**src/rtl/core/gbs_pkg.sv**
```systemverilog
// ----------------------------------------------------------------------------
// gbs_pkg
// Shared types and constants of the greedy box suppression unit.
// ----------------------------------------------------------------------------
package gbs_pkg;

   localparam int COORD_W     = 15;
   localparam int SIZE_W      = 14;
   localparam int LABEL_W     = 7;
   localparam int THR_W       = 9;
   localparam int SLOT_W      = 7;
   localparam int AREA_W      = 2 * SIZE_W;
   localparam int UNION_W     = AREA_W + 1;
   localparam int PROD_W      = THR_W + UNION_W;
   localparam int CSR_INDEX_W = 1;
   localparam int CSR_DATA_W  = THR_W;

   localparam logic [THR_W-1:0] THR_RESET = 9'd115;

   localparam logic [CSR_INDEX_W-1:0] CSR_IOU_THRESHOLD  = 1'd0;
   localparam logic [CSR_INDEX_W-1:0] CSR_CLASS_AGNOSTIC = 1'd1;

   typedef logic signed [COORD_W-1:0] coord_type;
   typedef logic [SIZE_W-1:0]         size_type;
   typedef logic [LABEL_W-1:0]        label_type;
   typedef logic [AREA_W-1:0]         area_type;
   typedef logic [THR_W-1:0]          thr_type;
   typedef logic [SLOT_W-1:0]         slot_type;

   typedef struct packed {
      coord_type left;
      coord_type top;
      size_type  width;
      size_type  height;
      label_type label;
   } kept_entry_type;

   typedef struct packed {
      logic busy;
      logic hit;
   } iou_status_type;

endpackage

```
**src/rtl/core/gbs_iou.sv**
```systemverilog
// ----------------------------------------------------------------------------
// gbs_iou
// Pipelined overlap test of the current box against one kept box per cycle.
// ----------------------------------------------------------------------------
module gbs_iou
   import gbs_pkg::*;
(
   input  logic           clock,
   input  logic           reset,
   input  logic           rd_valid,
   input  kept_entry_type rd_entry,
   input  kept_entry_type cur,
   input  area_type       area_a,
   input  thr_type        thr,
   input  logic           agnostic,
   output iou_status_type status
);

   function automatic size_type overlap_1d(coord_type a0, size_type alen,
                                           coord_type b0, size_type blen);
      logic signed [COORD_W-1:0] lo;
      logic signed [COORD_W:0]   ae;
      logic signed [COORD_W:0]   be;
      logic signed [COORD_W:0]   hi;
      logic signed [COORD_W+1:0] diff;
      lo   = (a0 > b0) ? a0 : b0;
      ae   = $signed({a0[COORD_W-1], a0}) + $signed({2'b00, alen});
      be   = $signed({b0[COORD_W-1], b0}) + $signed({2'b00, blen});
      hi   = (ae < be) ? ae : be;
      diff = $signed({hi[COORD_W], hi}) - $signed({{2{lo[COORD_W-1]}}, lo});
      return (diff > 0) ? diff[SIZE_W-1:0] : '0;
   endfunction

   logic               v1_ff, v1_in;
   size_type           ox_ff, oy_ff, wb_ff, hb_ff;
   logic               v2_ff;
   area_type           inter2_ff, areab_ff;
   logic               v3_ff;
   area_type           inter3_ff;
   logic [UNION_W-1:0] union_ff;
   logic               v4_ff;
   area_type           inter4_ff;
   logic [PROD_W-1:0]  rhs_ff;
   logic [PROD_W-1:0]  lhs;

   assign v1_in = rd_valid && (thr != '0) && (agnostic || (rd_entry.label == cur.label));

   always_ff @(posedge clock) begin
      if (reset) begin
         v1_ff <= 1'b0;
         v2_ff <= 1'b0;
         v3_ff <= 1'b0;
         v4_ff <= 1'b0;
      end else begin
         v1_ff <= v1_in;
         v2_ff <= v1_ff;
         v3_ff <= v2_ff;
         v4_ff <= v3_ff;
      end
   end

   always_ff @(posedge clock) begin
      ox_ff     <= overlap_1d(cur.left, cur.width, rd_entry.left, rd_entry.width);
      oy_ff     <= overlap_1d(cur.top, cur.height, rd_entry.top, rd_entry.height);
      wb_ff     <= rd_entry.width;
      hb_ff     <= rd_entry.height;
      inter2_ff <= ox_ff * oy_ff;
      areab_ff  <= wb_ff * hb_ff;
      inter3_ff <= inter2_ff;
      union_ff  <= {1'b0, area_a} + {1'b0, areab_ff} - {1'b0, inter2_ff};
      inter4_ff <= inter3_ff;
      rhs_ff    <= thr * union_ff;
   end

   assign lhs         = {{(PROD_W-AREA_W-8){1'b0}}, inter4_ff, 8'b0};
   assign status.hit  = v4_ff && (lhs > rhs_ff);
   assign status.busy = v1_ff || v2_ff || v3_ff || v4_ff;

endmodule

```
**config.mk**
```make
export PLATFORM = sky130hd
export DESIGN_NAME = gbs_iou
export DESIGN_NICKNAME = d
export VERILOG_FILES = /design/src/rtl/core/gbs_pkg.sv /design/src/rtl/core/gbs_iou.sv
export SDC_FILE = /design/constraint.sdc
export NUM_CORES = 2
export LEC_CHECK = 0
export ABC_AREA = 1
export BUFFER_PORTS_ARGS = -buffer_cell sky130_fd_sc_hd__buf_2
export CORE_ASPECT_RATIO = 0.75
export CORE_MARGIN = 10
export CORE_UTILIZATION = 23
export DETAILED_ROUTE_END_ITERATION = 6
export GPL_ROUTABILITY_DRIVEN = 0
export HOLD_SLACK_MARGIN = 0.02
export PLACE_DENSITY = 0.37
export SYNTH_ARGS = -nofsm -noshare
export SYNTH_HDL_FRONTEND = slang
export SYNTH_SLANG_ARGS = --single-unit
```
**constraint.sdc**
```tcl
create_clock -name clock -period 16.9 [get_ports clock]
set_clock_uncertainty 0.05 [all_clocks]
set_input_delay 0.845 -clock clock [delete_from_list [all_inputs] [get_ports clock]]
set_output_delay 0.845 -clock clock [all_outputs]
set_load 0.03 [all_outputs]
```
Word level (Yosys, flattened, before mapping)
Index checks and enable logic that the tools add are counted.
Widths: inputs -> output; s select.

operators by class
  add/subtract/negate cells = 8
  $mul = 3
  magnitude comparators = 7
  equal/unequal tests = 1
  muxes and demuxes = 4
  reductions and logical operators = 8

operators with widths
  cell                 number
  $add 15x15->16       4
  $mul 14x14->28       2
  $gt 36x38->1         1
  $mul 9x29->38        1
  $gt 17x1->1 const B  2
  $sub 16x15->17       2
  $lt 16x16->1         2
  $mux 16              2
  $gt 15x15->1         2
  $mux 15              2
  $add 28x28->29       1
  $sub 29x28->29       1
  $reduce_bool 9->1    1
  $eq 7x7->1           1
  $logic_or 1x1->1     4
  $logic_and 1x1->1    3

word-level totals
  bits in registers = 239
  input port bits = 171
  output and inout bits = 2
  logic and storage cells = 45

Longest topological paths before layout
  depth in word-level cells = 5
  depth in mapped cells = 43
  mapped depth without buffers = 41

Least setup slack after synthesis
Ideal clock, no wire load.

  path kind = input to register
  start point = in rd_entry[7] in the netlist's numbering
  end point = reg oy_ff[9]
  library setup time = 119 ps
  arrival = 5670 ps
  required time = 16731 ps
  path slack = 11061 ps
  cell stages on the path = 38
  buffers on the path = 2
  cells stage by stage = ha_1 inv_1 fa_1 o21ai_1 a21oi_1 o21ai_1 nand2_1 nand2_1 nand3_1 nand2_1 xor2_1 inv_1 ha_1 nand2_1 o21ai_0 nor2_8 nand2_4 nand2_4 [2 not listed] nand2_1 ha_1 fa_1 inv_1 nand3_1 nand2_1 a21boi_1 o21ai_0 nand3_1 nand3_1 nand2_1 nand2_1 nand3_1 nor2_1 nand2_1 nand2_2 buf_4 nor2_1

on the way
  word-level cells in the longest chain between the ends = 5

RTL lines
  element               line           text
  from (decl)           gbs_iou.sv:11  input kept_entry_type rd_entry,
  $add 15x15->16 *      gbs_iou.sv:28  be = $signed({b0[COORD_W-1], b0}) + $signed({2'b00, blen});
  $lt 16x16->1          gbs_iou.sv:29  hi = (ae < be) ? ae : be;
  $mux 16 *             gbs_iou.sv:29
  $sub 16x15->17 *      gbs_iou.sv:30  diff = $signed({hi[COORD_W], hi}) - $signed({{2{lo[COORD_W-1]}}, lo});
  $gt 17x1->1           gbs_iou.sv:31  return (diff > 0) ? diff[SIZE_W-1:0] : '0;
  to (signal assigned)  gbs_iou.sv:64  oy_ff <= overlap_1d(cur.top, cur.height, rd_entry.top, rd_entry.height);
  to (decl)             gbs_iou.sv:35  size_type ox_ff, oy_ff, wb_ff, hb_ff;

Every way passes the cells marked *; elsewhere a longest branch is shown, timed or not.
A chain may end at the register's enable or synchronous reset.

Final worst setup path
  start point = reg oy_ff[2]
  end point = reg inter2_ff[26]

on the way
  word-level cells in the longest chain between the ends = 1

RTL lines
  element               line           text
  $mul 14x14->28        gbs_iou.sv:67  inter2_ff <= ox_ff * oy_ff;
  to (signal assigned)  gbs_iou.sv:67
  to (decl)             gbs_iou.sv:37  area_type inter2_ff, areab_ff;

No other way between the ends.

==> impl_metrics.ini <==
[setup_path]
cp.arrival_ns = 6.80
rrSetupSlack_ns = 10.54
crit_path_max_fanout = 14
startpoint_type = flop
critPathLaunch = oy_ff[2]$_SDFF_PP0_
end_kind = flop
cp.required_ns = 17.34
r2r_end = inter2_ff[26]$_DFF_P_
reg2reg_from = oy_ff[2]$_SDFF_PP0_
endpoint = inter2_ff[26]$_DFF_P_
r2r_cells = 19
criticalPathCategory = reg2reg

[min_path]
min_from = inter3_ff[22]$_DFF_P_
hold_class = reg2reg

[finish]
drive_above_1_share_pct = 6.46
final_net_count = 5807
antenna_cells = 0
synthToLayoutAreaGrowth_pct = 11.4

[yosys]
yosysWarnings = 0
synth_flop_cell = dfxtp_1
synth_top_area_share_pct = 28.3
async_flop_share_pct = 0
yosys.area.top_type = fa_1
seq_area_frac_synth_pct = 13.4
synthesis.area_sq_mm = 0.0358
synth_most_common_cell = nand2_1
syn_nets = 5716
ys_ff_latch = 239
netlist_instances = 4594
synthTopCellsByCount = 1,105 x nand2_1, 1,098 x inv_1, 506 x fa_1
ys_types = 59
synth_area_leaders = fa_1 28%, ha_1 16%, dfxtp_1 13%
synth-edff-count = 0
postSynthAreaPerCell_sq_um = 7.80

[timing]
fmax_mhz = 157
min_period_ns = 6.36
tightest_slew_ns = 1.02
setup_viol = 0
hold_viol_final = 0
setup_tns_ns = 0
rsz0062_at_grt = false
slew_headroom_pct = 31.1
finalMaxSlewViolations = 0
fin_crit_sh_pct = 37.6

[routing]
drtAntennaViolNets = 0
vias_per_cell = 4.25
drt_wl_total_mm = 115
wl_per_cell_microns = 17.0
drc = 0
firstDrtPassIters = 5
vias = 28600
drtIter0Drc = 1314

[die]
chipHeight_microns = 362
start_util_pct = 23.1
fp.dieW_microns = 476
coreArea_sq_mm = 0.155
ios = 173
die_area_sq_mm = 0.172
rows = 125

[clocking]
numCtsBuffers = 31
cts_setup_buffers = 0
htreeDepth = 1
cts_root_buf = clkbuf_16
ctsHoldBuffers = 0
cts_sinks = 239
clk_latency_ns = 0.63
clkTransAtPathRegs_ns = 0.06
ctsResizeCount = 0
clockBufferDepth = 3
cts_tree = built

[placed_design]
port_buffers = 172
hpwlAfterDp_mm = 97.1

[grt]
grt_pass1_wl_mm = 182
grt_util_met1_pct = 19.9
grt_antenna_before_repair = 2
grt_pass1_vias = 30900
busiest_layer = met2
gr-usage-met2_pct = 20.9
met3_usage_pct = 1.42
grt_overflow = 0
grt_max_degree = 32
grt_usage_pct = 13.4

[run]
max_cap_viol_count = 0

[run_status]
status = complete, no violations
## sequential cells by signal, indices dropped and copies added (netlist names)
name,flops
rhs_ff,38
v3_ff,1
v4_ff,1
inter3_ff,28
ox_ff,14
wb_ff,14
v1_ff,1
hb_ff,14
inter2_ff,28
union_ff,29
v2_ff,1
oy_ff,14
inter4_ff,28
areab_ff,28
## how the worst min path moves through the flow
| stage | end | slack (ns) | depth (start not counted) |
|---|---|---|---|
| 2_1_floorplan | inter4_ff[0]$_DFF_P_ | 0.26 | 0 |
| 3_3_place_gp | inter4_ff[25]$_DFF_P_ | 0.26 | 0 |
| 3_5_place_dp | inter4_ff[15]$_DFF_P_ | 0.26 | 0 |
| 4_1_cts | hb_ff[3]$_DFF_P_ | 0.24 | 1 |
| 5_1_grt | hb_ff[3]$_DFF_P_ | 0.26 | 1 |
| 6_report | inter4_ff[22]$_DFF_P_ | 0.28 | 0 |
## cell type report
type / count / area [sq um]
tap: 2032 / 2540
fill: 17200 / 115000
clock buffer: 38 / 842
inverter: 1099 / 4130
clock inverter: 19 / 293
timing repair buffer: 186 / 966
sequential: 239 / 4780
multi-input combinational: 3128 / 26400
## per-stage QoR
stage	cells	util [%]	setup slack, ns	hold WS [ns]	cell area [sq um]
after CTS	6741	25.8	10.48	0.241	39900
after detailed placement	6684	25.0	10.24	0.263	38800
after global placement	6684	25.0	10.23	0.261	38800
after floorplan	4594	-	11.06	0.260	35800
final	6741	25.8	10.54	0.276	39900
after global routing	6741	25.8	10.09	0.256	39900
## cells in the final DEF, fill, tap and decap left out, types with 4 or more instances in the layout
cell and n:
inv_1 1098, nor4_1 11, nand3b_1 4, a21o_1 10
bufinv_16 6, nand2_4 6, o221ai_1 4, o21ai_1 16
clkbuf_8 4, a211oi_1 5, ha_1 445, nand2_1 1105
nand4_1 34, a21oi_2 4, nor3_1 30, dfxtp_1 239
nor2_1 145, o31ai_1 7, a21boi_0 6, xnor2_1 67
buf_2 172, clkbuf_16 31, o211ai_1 9, o21ai_0 127
nand2_2 9, a31oi_1 11, xor2_1 120, fa_1 506
a21oi_1 237, nand3_1 127, buf_4 14, o21a_1 8
o21bai_1 17, nand3_2 19, nand3_4 4
## cell families after synthesis
logic type / share of synthesized area, %
simple gates: 17.7
buf+inv: 13.1
fa+ha+maj: 43.8
compound gates: 7.47
flops: 13.4
xor+xnor: 4.57
## worst max-delay path, stage by stage (launching register included)
cell      delay, ns
dfxtp_1        0.83
nand2_1        0.18
fa_1           0.57
inv_1          0.05
fa_1           0.45
fa_1           0.52
inv_1          0.06
fa_1           0.54
inv_1          0.05
fa_1           0.52
fa_1           0.43
ha_1           0.37
a21oi_1        0.29
o21ai_0        0.11
a21o_1         0.17
a21oi_1        0.21
o21bai_1       0.14
a21boi_0       0.34
o21ai_0        0.18
xor2_1         0.17
## metal layers
layer | up-vias | routed length, microns
li1 | 14100 | -
met1 | 14000 | 59200
met2 | 476 | 48500
met3 | 92 | 4520
met4 | 2 | 2470
met5 | - | 18
Power is not shown: default switching activity piles up to over one toggle a cycle in this logic, so the estimate is an artifact.
