## src/rtl/core/gbs_ram.sv

```systemverilog
// ----------------------------------------------------------------------------
// gbs_ram
// Simple dual-port RAM: one write port, one read port with registered data.
// ----------------------------------------------------------------------------
module gbs_ram #(
   parameter int WIDTH = 8,
   parameter int DEPTH = 64
) (
   input  logic                                   clock,
   input  logic                                   wr_en,
   input  logic [(DEPTH > 1 ? $clog2(DEPTH) : 1)-1:0] wr_addr,
   input  logic [WIDTH-1:0]                       wr_data,
   input  logic                                   rd_en,
   input  logic [(DEPTH > 1 ? $clog2(DEPTH) : 1)-1:0] rd_addr,
   output logic [WIDTH-1:0]                       rd_data
);

   logic [WIDTH-1:0] mem_ff [DEPTH];
   logic [WIDTH-1:0] rd_data_ff;

   always_ff @(posedge clock) begin
      if (wr_en) begin
         mem_ff[wr_addr] <= wr_data;
      end
      if (rd_en) begin
         rd_data_ff <= mem_ff[rd_addr];
      end
   end

   assign rd_data = rd_data_ff;

endmodule

```

## config.mk

```make
export PLATFORM = sky130hd
export DESIGN_NAME = gbs_ram
export DESIGN_NICKNAME = d
export VERILOG_FILES = /design/src/rtl/core/gbs_ram.sv
export SDC_FILE = /design/constraint.sdc
export NUM_CORES = 1
export LEC_CHECK = 0
export BUFFER_PORTS_ARGS = -buffer_cell sky130_fd_sc_hd__buf_4
export CELL_PAD_IN_SITES_DETAIL_PLACEMENT = 1
export CELL_PAD_IN_SITES_GLOBAL_PLACEMENT = 2
export CORE_ASPECT_RATIO = 0.7
export CORE_MARGIN = 2
export CORE_UTILIZATION = 40
export DETAILED_ROUTE_END_ITERATION = 10
export PLACE_DENSITY = 0.72
export SKIP_LAST_GASP = 1
export SYNTH_ARGS = -nofsm -noshare
export SYNTH_HDL_FRONTEND = slang
export SYNTH_SLANG_ARGS = --single-unit
```

## constraint.sdc

```tcl
create_clock -name clock -period 2.3 [get_ports clock]
set_input_delay 0 -clock clock [delete_from_list [all_inputs] [get_ports clock]]
set_output_delay 0 -clock clock [all_outputs]
set_load 0.03 [all_outputs]
```

# Word-level counts from Yosys, hierarchy flattened
# Memories as Yosys holds them, arrays and structs flattened. A register that Yosys moved wholly into a read port is not among the register bits.
# Cells that the tools add are included.
# classes
addsub	0
n_mul	0
div_mod_pow	0
magnitude_cmp	0
n_eq_ne	0
shifts	0
n_mux	2
n_bitwise	0
n_reduce_logical	0
# op_table
cell	n
$mux W1	2
# totals
register_bits	0
latchBits	0
mem_bits_rw	512
rom_bits	0
in_bits	23
output_inout_bits	8
wordCells	3
memories	1
# memory_table
name	words	word_bits	read_ports	rd_clocked_by_memory_dff	wr	line_no	source
mem_ff	64	8	1	1	1	18	logic [WIDTH-1:0] mem_ff [DEPTH];

# Longest topological paths before layout
# Gate-level depths: netlist of the first run.
# depth
depth_word	2
depth_mapped	9
depth_no_buf	5

# Least setup slack after synthesis of the first run
# Ideal clock, no wire load.
# synth_timing
path_kind	reg2reg
start	memory mem_ff[29][4]
end	register rd_data_ff[4] (netlist: rd_data[4]) (read register of mem_ff), data pin
setup_ns	0.270
arrival_time_ns	1.560
required_time_ns	2.030
slack_ns	0.470
path_stages_with_launch	6
path_buffers	0
period_less_slack_ns	1.830
path_cell_list	edfxtp_1 mux4_2 mux2_2 o221a_2 nor3_1 o32ai_1
# synth_lines
element	line_no	source
start, declared	18	
end, declared	19	logic [WIDTH-1:0] rd_data_ff;

==> results of run 1 <==
metal layers:
metal  vias to the layer above  GRT usage (%)  part of all wire, %
met5                         -              0                    0
met4                         0           4.90                  2.1
met3                        69           3.73                  7.4
met2                       354           28.1                   43
met1                      5390           30.5                   47
li1                       4220              -                    -
placed cells by master (no fill, tap or decap), types with 6 or more instances in the layout:
master / count
buf_4: 126
nand3_1: 13
clkbuf_1: 9
clkbuf_16: 49
clkinv_1: 11
nor2b_1: 14
dlygate4sd3_1: 8
mux4_2: 126
clkinv_2: 12
mux2_2: 13
nand2b_1: 7
nor3_1: 7
mux2i_1: 23
o221ai_1: 8
o22ai_1: 8
nor2_1: 83
a221oi_1: 6
buf_12: 7
edfxtp_1: 520
nand2_1: 19
final cells by class:
| type | instances | area, um2 | share of cell area [%] |
|---|---|---|---|
| sequential | 520 | 15600 | 66.6 |
| clock inverter | 31 | 256 | 1.09 |
| timing repair buffer | 142 | 1180 | 5.03 |
| multi-input combinational | 369 | 4320 | 18.4 |
| tap | 665 | 832 | 3.55 |
| clock buffer | 58 | 1260 | 5.37 |
sequential cells by signal, summed over array words and instances (netlist names):
register and count:
mem_ff 512, rd_data 8
Yosys cell counts (3+ instances only):
cell and count:
a221oi_1 6, o2111ai_1 3, buf_6 4, buf_2 11, a211oi_1 4, edfxtp_1 520, a22oi_1 3, clkbuf_1 17
mux2_2 13, nand3b_1 3, nor2_1 83, o2bb2ai_1 3, buf_4 13, nand3_1 13, buf_1 4, nand2b_1 7
a21oi_1 3, mux2i_1 23, mux4_2 126, nand2_1 19, o221ai_1 8, o22ai_1 8, nor3_1 7, nor2b_1 14
metrics by stage:
step                power, W  util (%)
finish                0.0194      47.3
global route          0.0200      47.3
CTS                   0.0196      47.3
detailed placement    0.0118      44.1
global placement      0.0118      44.1
floorplan             0.0113         -
power by group through the flow:
stage / sequential, W / clock [W] / combinational (W)
after floorplan: 0.0108 / 0 / 0.000559
after global placement: 0.0107 / 0 / 0.00106
after detailed placement: 0.0107 / 0 / 0.00108
after CTS: 0.0105 / 0.00795 / 0.00109
after global routing: 0.0105 / 0.00831 / 0.00115
final: 0.0105 / 0.00780 / 0.00108
critical path: cells and delay by family, from the launching register on:
| family | cells | cell delay (ns) |
|---|---|---|
| AOI/OAI and AO/OA | 2 | 0.47 |
| and+or+nand+nor | 1 | 0.33 |
| DFF | 1 | 0.37 |
| muxes | 2 | 0.78 |
worst paths after layout:
check,endpoint
setup / recovery,rd_data[4]
hold / removal,mem_ff[32][0]
setup reg to reg,rd_data[4]
hold reg to reg,rd_data[6]
kinds of logic (layout without fill, tap and decap cells):
logic type | after synthesis | in the layout | synth area share (%)
AOI/OAI and AO/OA | 54 | 54 | 2.06
DFF | 520 | 520 | 77.1
muxes | 162 | 162 | 15.9
buffers and inverters | 51 | 231 | 1.56
and+or+nand+nor | 153 | 153 | 3.37
==> parameters.txt, run 1 <==
Parameter                              Value

Timing
  Transition at the pin with the smallest max-transition slack    0.753 ns
  Worst hold slack    -0.00233 ns
  Final count of hold timing violations    2
  Clock skew after layout    0.0307 ns
  Final Max Tran Viols    0
  Worst setup slack after layout    0.0877 ns
  Part of the cycle the worst path needs    96.2%
  Max-slew headroom    49.8%
  Setup TNS    0 ns
  RSZ-0062 raised after global routing    no
  Crit path time final    2.21 ns
  Number of endpoints failing setup at the final stage    0
  Top achievable clock speed    0.452 GHz

Placement
  Routability congestion estimate from global placement    0.785
  Post-place instance area    21900 um2
  Placement-stage worst setup slack    -0.0223 ns
  Sum of net half-perimeters after detailed placement    31200 um
  Count of input and output buffers    30
  Instance count after placement with tap cells included    1688

Logic synthesis
  Post-synthesis cell count    940
  Async set-or-reset flop fraction in the synthesized netlist    0%
  Yosys cell types    39
  Post-synth design cell area    20200 um2
  Primary FF master, synth    edfxtp_1
  Post-synthesis net count    963
  FF+latch count, synth    520
  Post-synthesis cell type with the largest combined area    edfxtp_1
  Number of synthesis warnings    0
  Mean post-synth cell area    21.5 um2
  Seq/Total Area, Yosys    77.1%
  Number of flops mapped to enable cells by yosys    520
  Cell types occupying the most area after synthesis    edfxtp_1 77%, mux4_2 14%, nor2_1 1.5%, mux2i_1 1.1%, mux2_2 0.72%
  Area share of the leading cell type in the synthesized netlist    77.1%

Clocking
  Number of post-CTS setup repair buffers    0
  Number of gates resized after CTS    0
  Reg clk slew, reported paths    0.06 ns
  Clock sink total    520
  TritonCTS clock tree    yes
  Longest Clk Path Bufs    3
  H-tree depth    2
  Library cell used as clock root buffer    clkbuf_16
  Hold-fix buffers at CTS    8
  CTS buffer count    49
  Clock network latency to the later pin of the worst-skew pair    0.58 ns

Power and ir drop
  Fraction of power spent switching nets    21.3%
  Standby leakage power    7.47 nW
  Switching power of the nets    0.00413 W
  Power share of the sequential group    54.3%
  Clk network pwr share    40.2%
  Internal power    0.0153 W
  Proportion of power drawn by combinational gates    5.5%
  Pwr Density    828 nW/um2
  Maximum ir drop on the vdd rail    534 uV

Min path
  Cell count of the worst hold path    1
  Class of the tightest hold or removal check    in -> reg
  Startpoint of the tightest hold check path    wr_data[0]

GRT
  Vias in the first global route    10397
  Antenna violations before repair    1
  Maximum number of pins on one net before global-route repair    65
  Total Routing Usage GR    19.5%
  Wire length of the first global-routing pass    73500 um
  GRT Residual Overflow    0

Worst setup path
  Arrival @ worst endpoint    2.52 ns
  Critical path type    reg -> reg
  Crit. Startpoint    mem_ff[28][4]
  Worst-case register-to-register setup slack    0.09 ns
  Maximum fanout encountered on the critical timing path    1
  WP data required    2.60 ns
  Worst-path cell with the longest stage delay    mux4_2
  Register-to-Register Path Depth    5
  Crit path launch type    register
  Category of the worst setup path capture point    register
  Worst reg2reg startpoint    mem_ff[28][4]
  Crit-path cells    mux4_2 -> mux2_2 -> o221a_2 -> nor3_1 -> o32ai_1
  Highest cell delay on the worst timing path    0.47 ns

Die
  Initial Utilization    40.8%
  Vert. Die Dim    192 um
  Num rows    68
  Core region area    49600 um2
  Die Outline Area    52500 um2
  X dimension of the die    273 um
  I/O Pins    31

Drt
  Post-route DRC violation count    0
  Total iterations of the first detailed-routing run    5
  Antenna-violating nets left    0
  Total number of vias    10033
  Starting DRC count in detailed routing    1012
  Total routed wirelength    49700 um
  Routed wire per std cell    27.8 um
  Number of vias per cell    5.62

Layout
  Syn-to-layout area delta    15.9%
  Antenna diode instance count    0
  Fraction of final layout cells sized beyond drive strength 1    30.7%
  Final net count    1105
  Fill cell count    4503
  Post-layout instance area    23500 um2
  Final Non-Filler Cells    1785

Job
  Number of max-capacitance violations reported    0

Status
  Outcome    finished with violations
  Violations in the final reports    negative hold slack
Power figures use the tool's default switching activity.
==> inputs of run 2 (changes only) <==
--- a/config.mk
+++ b/config.mk
@@ -8,12 +8,10 @@
 export BUFFER_PORTS_ARGS = -buffer_cell sky130_fd_sc_hd__buf_4
 export CELL_PAD_IN_SITES_DETAIL_PLACEMENT = 1
 export CELL_PAD_IN_SITES_GLOBAL_PLACEMENT = 2
-export CORE_ASPECT_RATIO = 0.7
 export CORE_MARGIN = 2
 export CORE_UTILIZATION = 40
 export DETAILED_ROUTE_END_ITERATION = 10
 export PLACE_DENSITY = 0.72
-export SKIP_LAST_GASP = 1
 export SYNTH_ARGS = -nofsm -noshare
 export SYNTH_HDL_FRONTEND = slang
 export SYNTH_SLANG_ARGS = --single-unit
==> parameters.txt, run 2 (synthesis gave the netlist of run 1 again) <==
Parameter                              Value

Power and ir drop
  Pwr Density    853 nW/um2
  Internal power    0.0162 W
  Proportion of power drawn by combinational gates    5.4%
  Switching power of the nets    0.00424 W
  Clk network pwr share    42.9%
  Power share of the sequential group    51.7%
  Standby leakage power    7.68 nW
  Maximum ir drop on the vdd rail    455 uV
  Fraction of power spent switching nets    20.8%
  Total power draw    0.0204 W

Worst setup path
  Critical path type    reg -> reg
  Register-to-Register Path Depth    5
  Crit-path cells    mux4_2 -> mux2_2 -> o221a_2 -> nor3_1 -> o32ai_1
  Worst-path cell with the longest stage delay    mux4_2
  Terminus of the critical flop-to-flop path    rd_data[4]
  Highest cell delay on the worst timing path    0.47 ns
  Crit path launch type    register
  WP data required    2.62 ns
  Worst-case register-to-register setup slack    0.12 ns
  Arrival @ worst endpoint    2.50 ns
  Category of the worst setup path capture point    register
  Count of buffering cells on the critical path with inverters included    0
  Cell class contributing the biggest share of worst-path delay    multiplexers
  Maximum fanout encountered on the critical timing path    1
  Worst reg2reg startpoint    mem_ff[28][4]

Timing
  Clock skew after layout    0.0172 ns
  Crit path time final    2.18 ns
  Transition at the pin with the smallest max-transition slack    0.774 ns
  Worst hold slack    -0.0239 ns
  Max-slew headroom    48.4%
  Number of endpoints failing setup at the final stage    0
  Part of the cycle the worst path needs    94.8%
  RSZ-0062 raised after global routing    no
  Top achievable clock speed    0.459 GHz
  Worst setup slack after layout    0.120 ns
  Final count of hold timing violations    13
  Final Max Tran Viols    0
  Setup TNS    0 ns

Status
  Outcome    finished with violations
  Violations in the final reports    negative hold slack

Layout
  Antenna diode instance count    0
  Commonest cells after routing, fill and taps aside    520 x edfxtp_1, 144 x buf_4, 126 x mux4_2, 83 x nor2_1, 53 x clkbuf_16
  Register with the most flip-flops    mem_ff
  Fraction of final layout cells sized beyond drive strength 1    32.1%
  Syn-to-layout area delta    18.1%
  Most common library cell in the layout ignoring fill and taps    edfxtp_1
  Final net count    1132
  Final Non-Filler Cells    1823
  Largest register FFs    512

Placement
  Instance count after placement with tap cells included    1714
  Count of input and output buffers    30
  Sum of net half-perimeters after detailed placement    31000 um
  Placement-stage worst setup slack    -0.328 ns
  Routability congestion estimate from global placement    0.792

Drt
  Total iterations of the first detailed-routing run    5
  Total number of vias    10062
  Number of vias per cell    5.52
  Total routed wirelength    49500 um
  Starting DRC count in detailed routing    920
  Post-route DRC violation count    0
  Routed wire per std cell    27.2 um
  Antenna-violating nets left    0

Clocking
  Clock network latency to the later pin of the worst-skew pair    0.59 ns
  TritonCTS clock tree    yes
  Number of post-CTS setup repair buffers    0
  CTS buffer count    53
  Clock sink total    520
  Longest Clk Path Bufs    3
  Library cell used as clock root buffer    clkbuf_16
  Reg clk slew, reported paths    0.06 ns
  H-tree depth    2

Die
  Vert. Die Dim    229 um
  Initial Utilization    40.4%
  Die Outline Area    52400 um2
  Core region area    50100 um2
  X dimension of the die    229 um
  Num rows    82
  I/O Pins    31

Min path
  Startpoint of the tightest hold check path    wr_data[0]
  Hold endpoint    mem_ff[30][0]
  Class of the tightest hold or removal check    in -> reg
  Cell count of the worst hold path    1

GRT
  Maximum number of pins on one net before global-route repair    65
  Total Routing Usage GR    19.3%
  GRT Residual Overflow    0
  Antenna violations before repair    0
  Vias in the first global route    10702
  Wire length of the first global-routing pass    74100 um

Job
  Number of max-capacitance violations reported    0
[run 2: changes by cell type in the layout (fill, tap and decap cells not counted), sizes merged]
| cell | previous run | this run |
|---|---|---|
| bufinv | 4 | 9 |
| inv | 3 | 0 |
| clkinv | 24 | 25 |
| buf | 133 | 152 |
| clkinvlp | 0 | 5 |
| dlygate4sd3 | 8 | 12 |
[run 2: final cells by class]
cell class / count / area [um2]
well taps: 672 / 841
flip-flops and latches: 520 / 15600
multi-input cells: 369 / 4320
repair buffers: 165 / 1380
fillers: 4667 / 26200
clock inverters: 39 / 417
clock buffers: 58 / 1350
[run 2: what timing repair did]
action | in CTS | in global routing
resized for setup | 1 | 0
endpoints found under the hold margin | 74 | 0
setup endpoints to repair | 1 | 0
hold buffers | 12 | 0
[run 2: how the worst max path moves through the flow]
stage / from / cells past startpoint / slack [ns] / to
3_3_place_gp: rd_addr[0] / 7 / -0.32 / rd_data[7]
5_1_grt: mem_ff[28][4] / 5 / 0.04 / rd_data[4]
4_1_cts: mem_ff[55][7] / 4 / 0.10 / rd_data[7]
6_report: mem_ff[28][4] / 5 / 0.12 / rd_data[4]
2_1_floorplan: mem_ff[29][4] / 5 / 0.47 / rd_data[4]
3_5_place_dp: rd_addr[0] / 7 / -0.33 / rd_data[7]
[run 2: stage by stage]
stage	utilization, %	hold slack, ns	area [um2]
final	47.8	-0.0239	23900
after global routing	47.8	0.0137	23900
after CTS	47.8	0.000534	23900
after detailed placement	44.0	0.357	22000
after global placement	44.0	0.362	22000
after floorplan	-	0.0989	20200
[run 2: layer usage]
layer / track usage, % / share of wire (%) / up-vias
li1: - / - / 4271
met4: 6.47 / 2.7 / 0
met1: 27.5 / 45 / 5457
met5: 0 / 0 / -
met2: 30.8 / 48 / 250
met3: 2.88 / 4.6 / 84
[run 2: power by group through the flow]
| stage | clock network, W | registers [W] | logic, W |
|---|---|---|---|
| floorplan | 0 | 0.0108 | 0.000559 |
| global placement | 0 | 0.0107 | 0.00107 |
| detailed placement | 0 | 0.0107 | 0.00110 |
| CTS | 0.00891 | 0.0105 | 0.00112 |
| global route | 0.00924 | 0.0105 | 0.00117 |
| finish | 0.00875 | 0.0105 | 0.00110 |
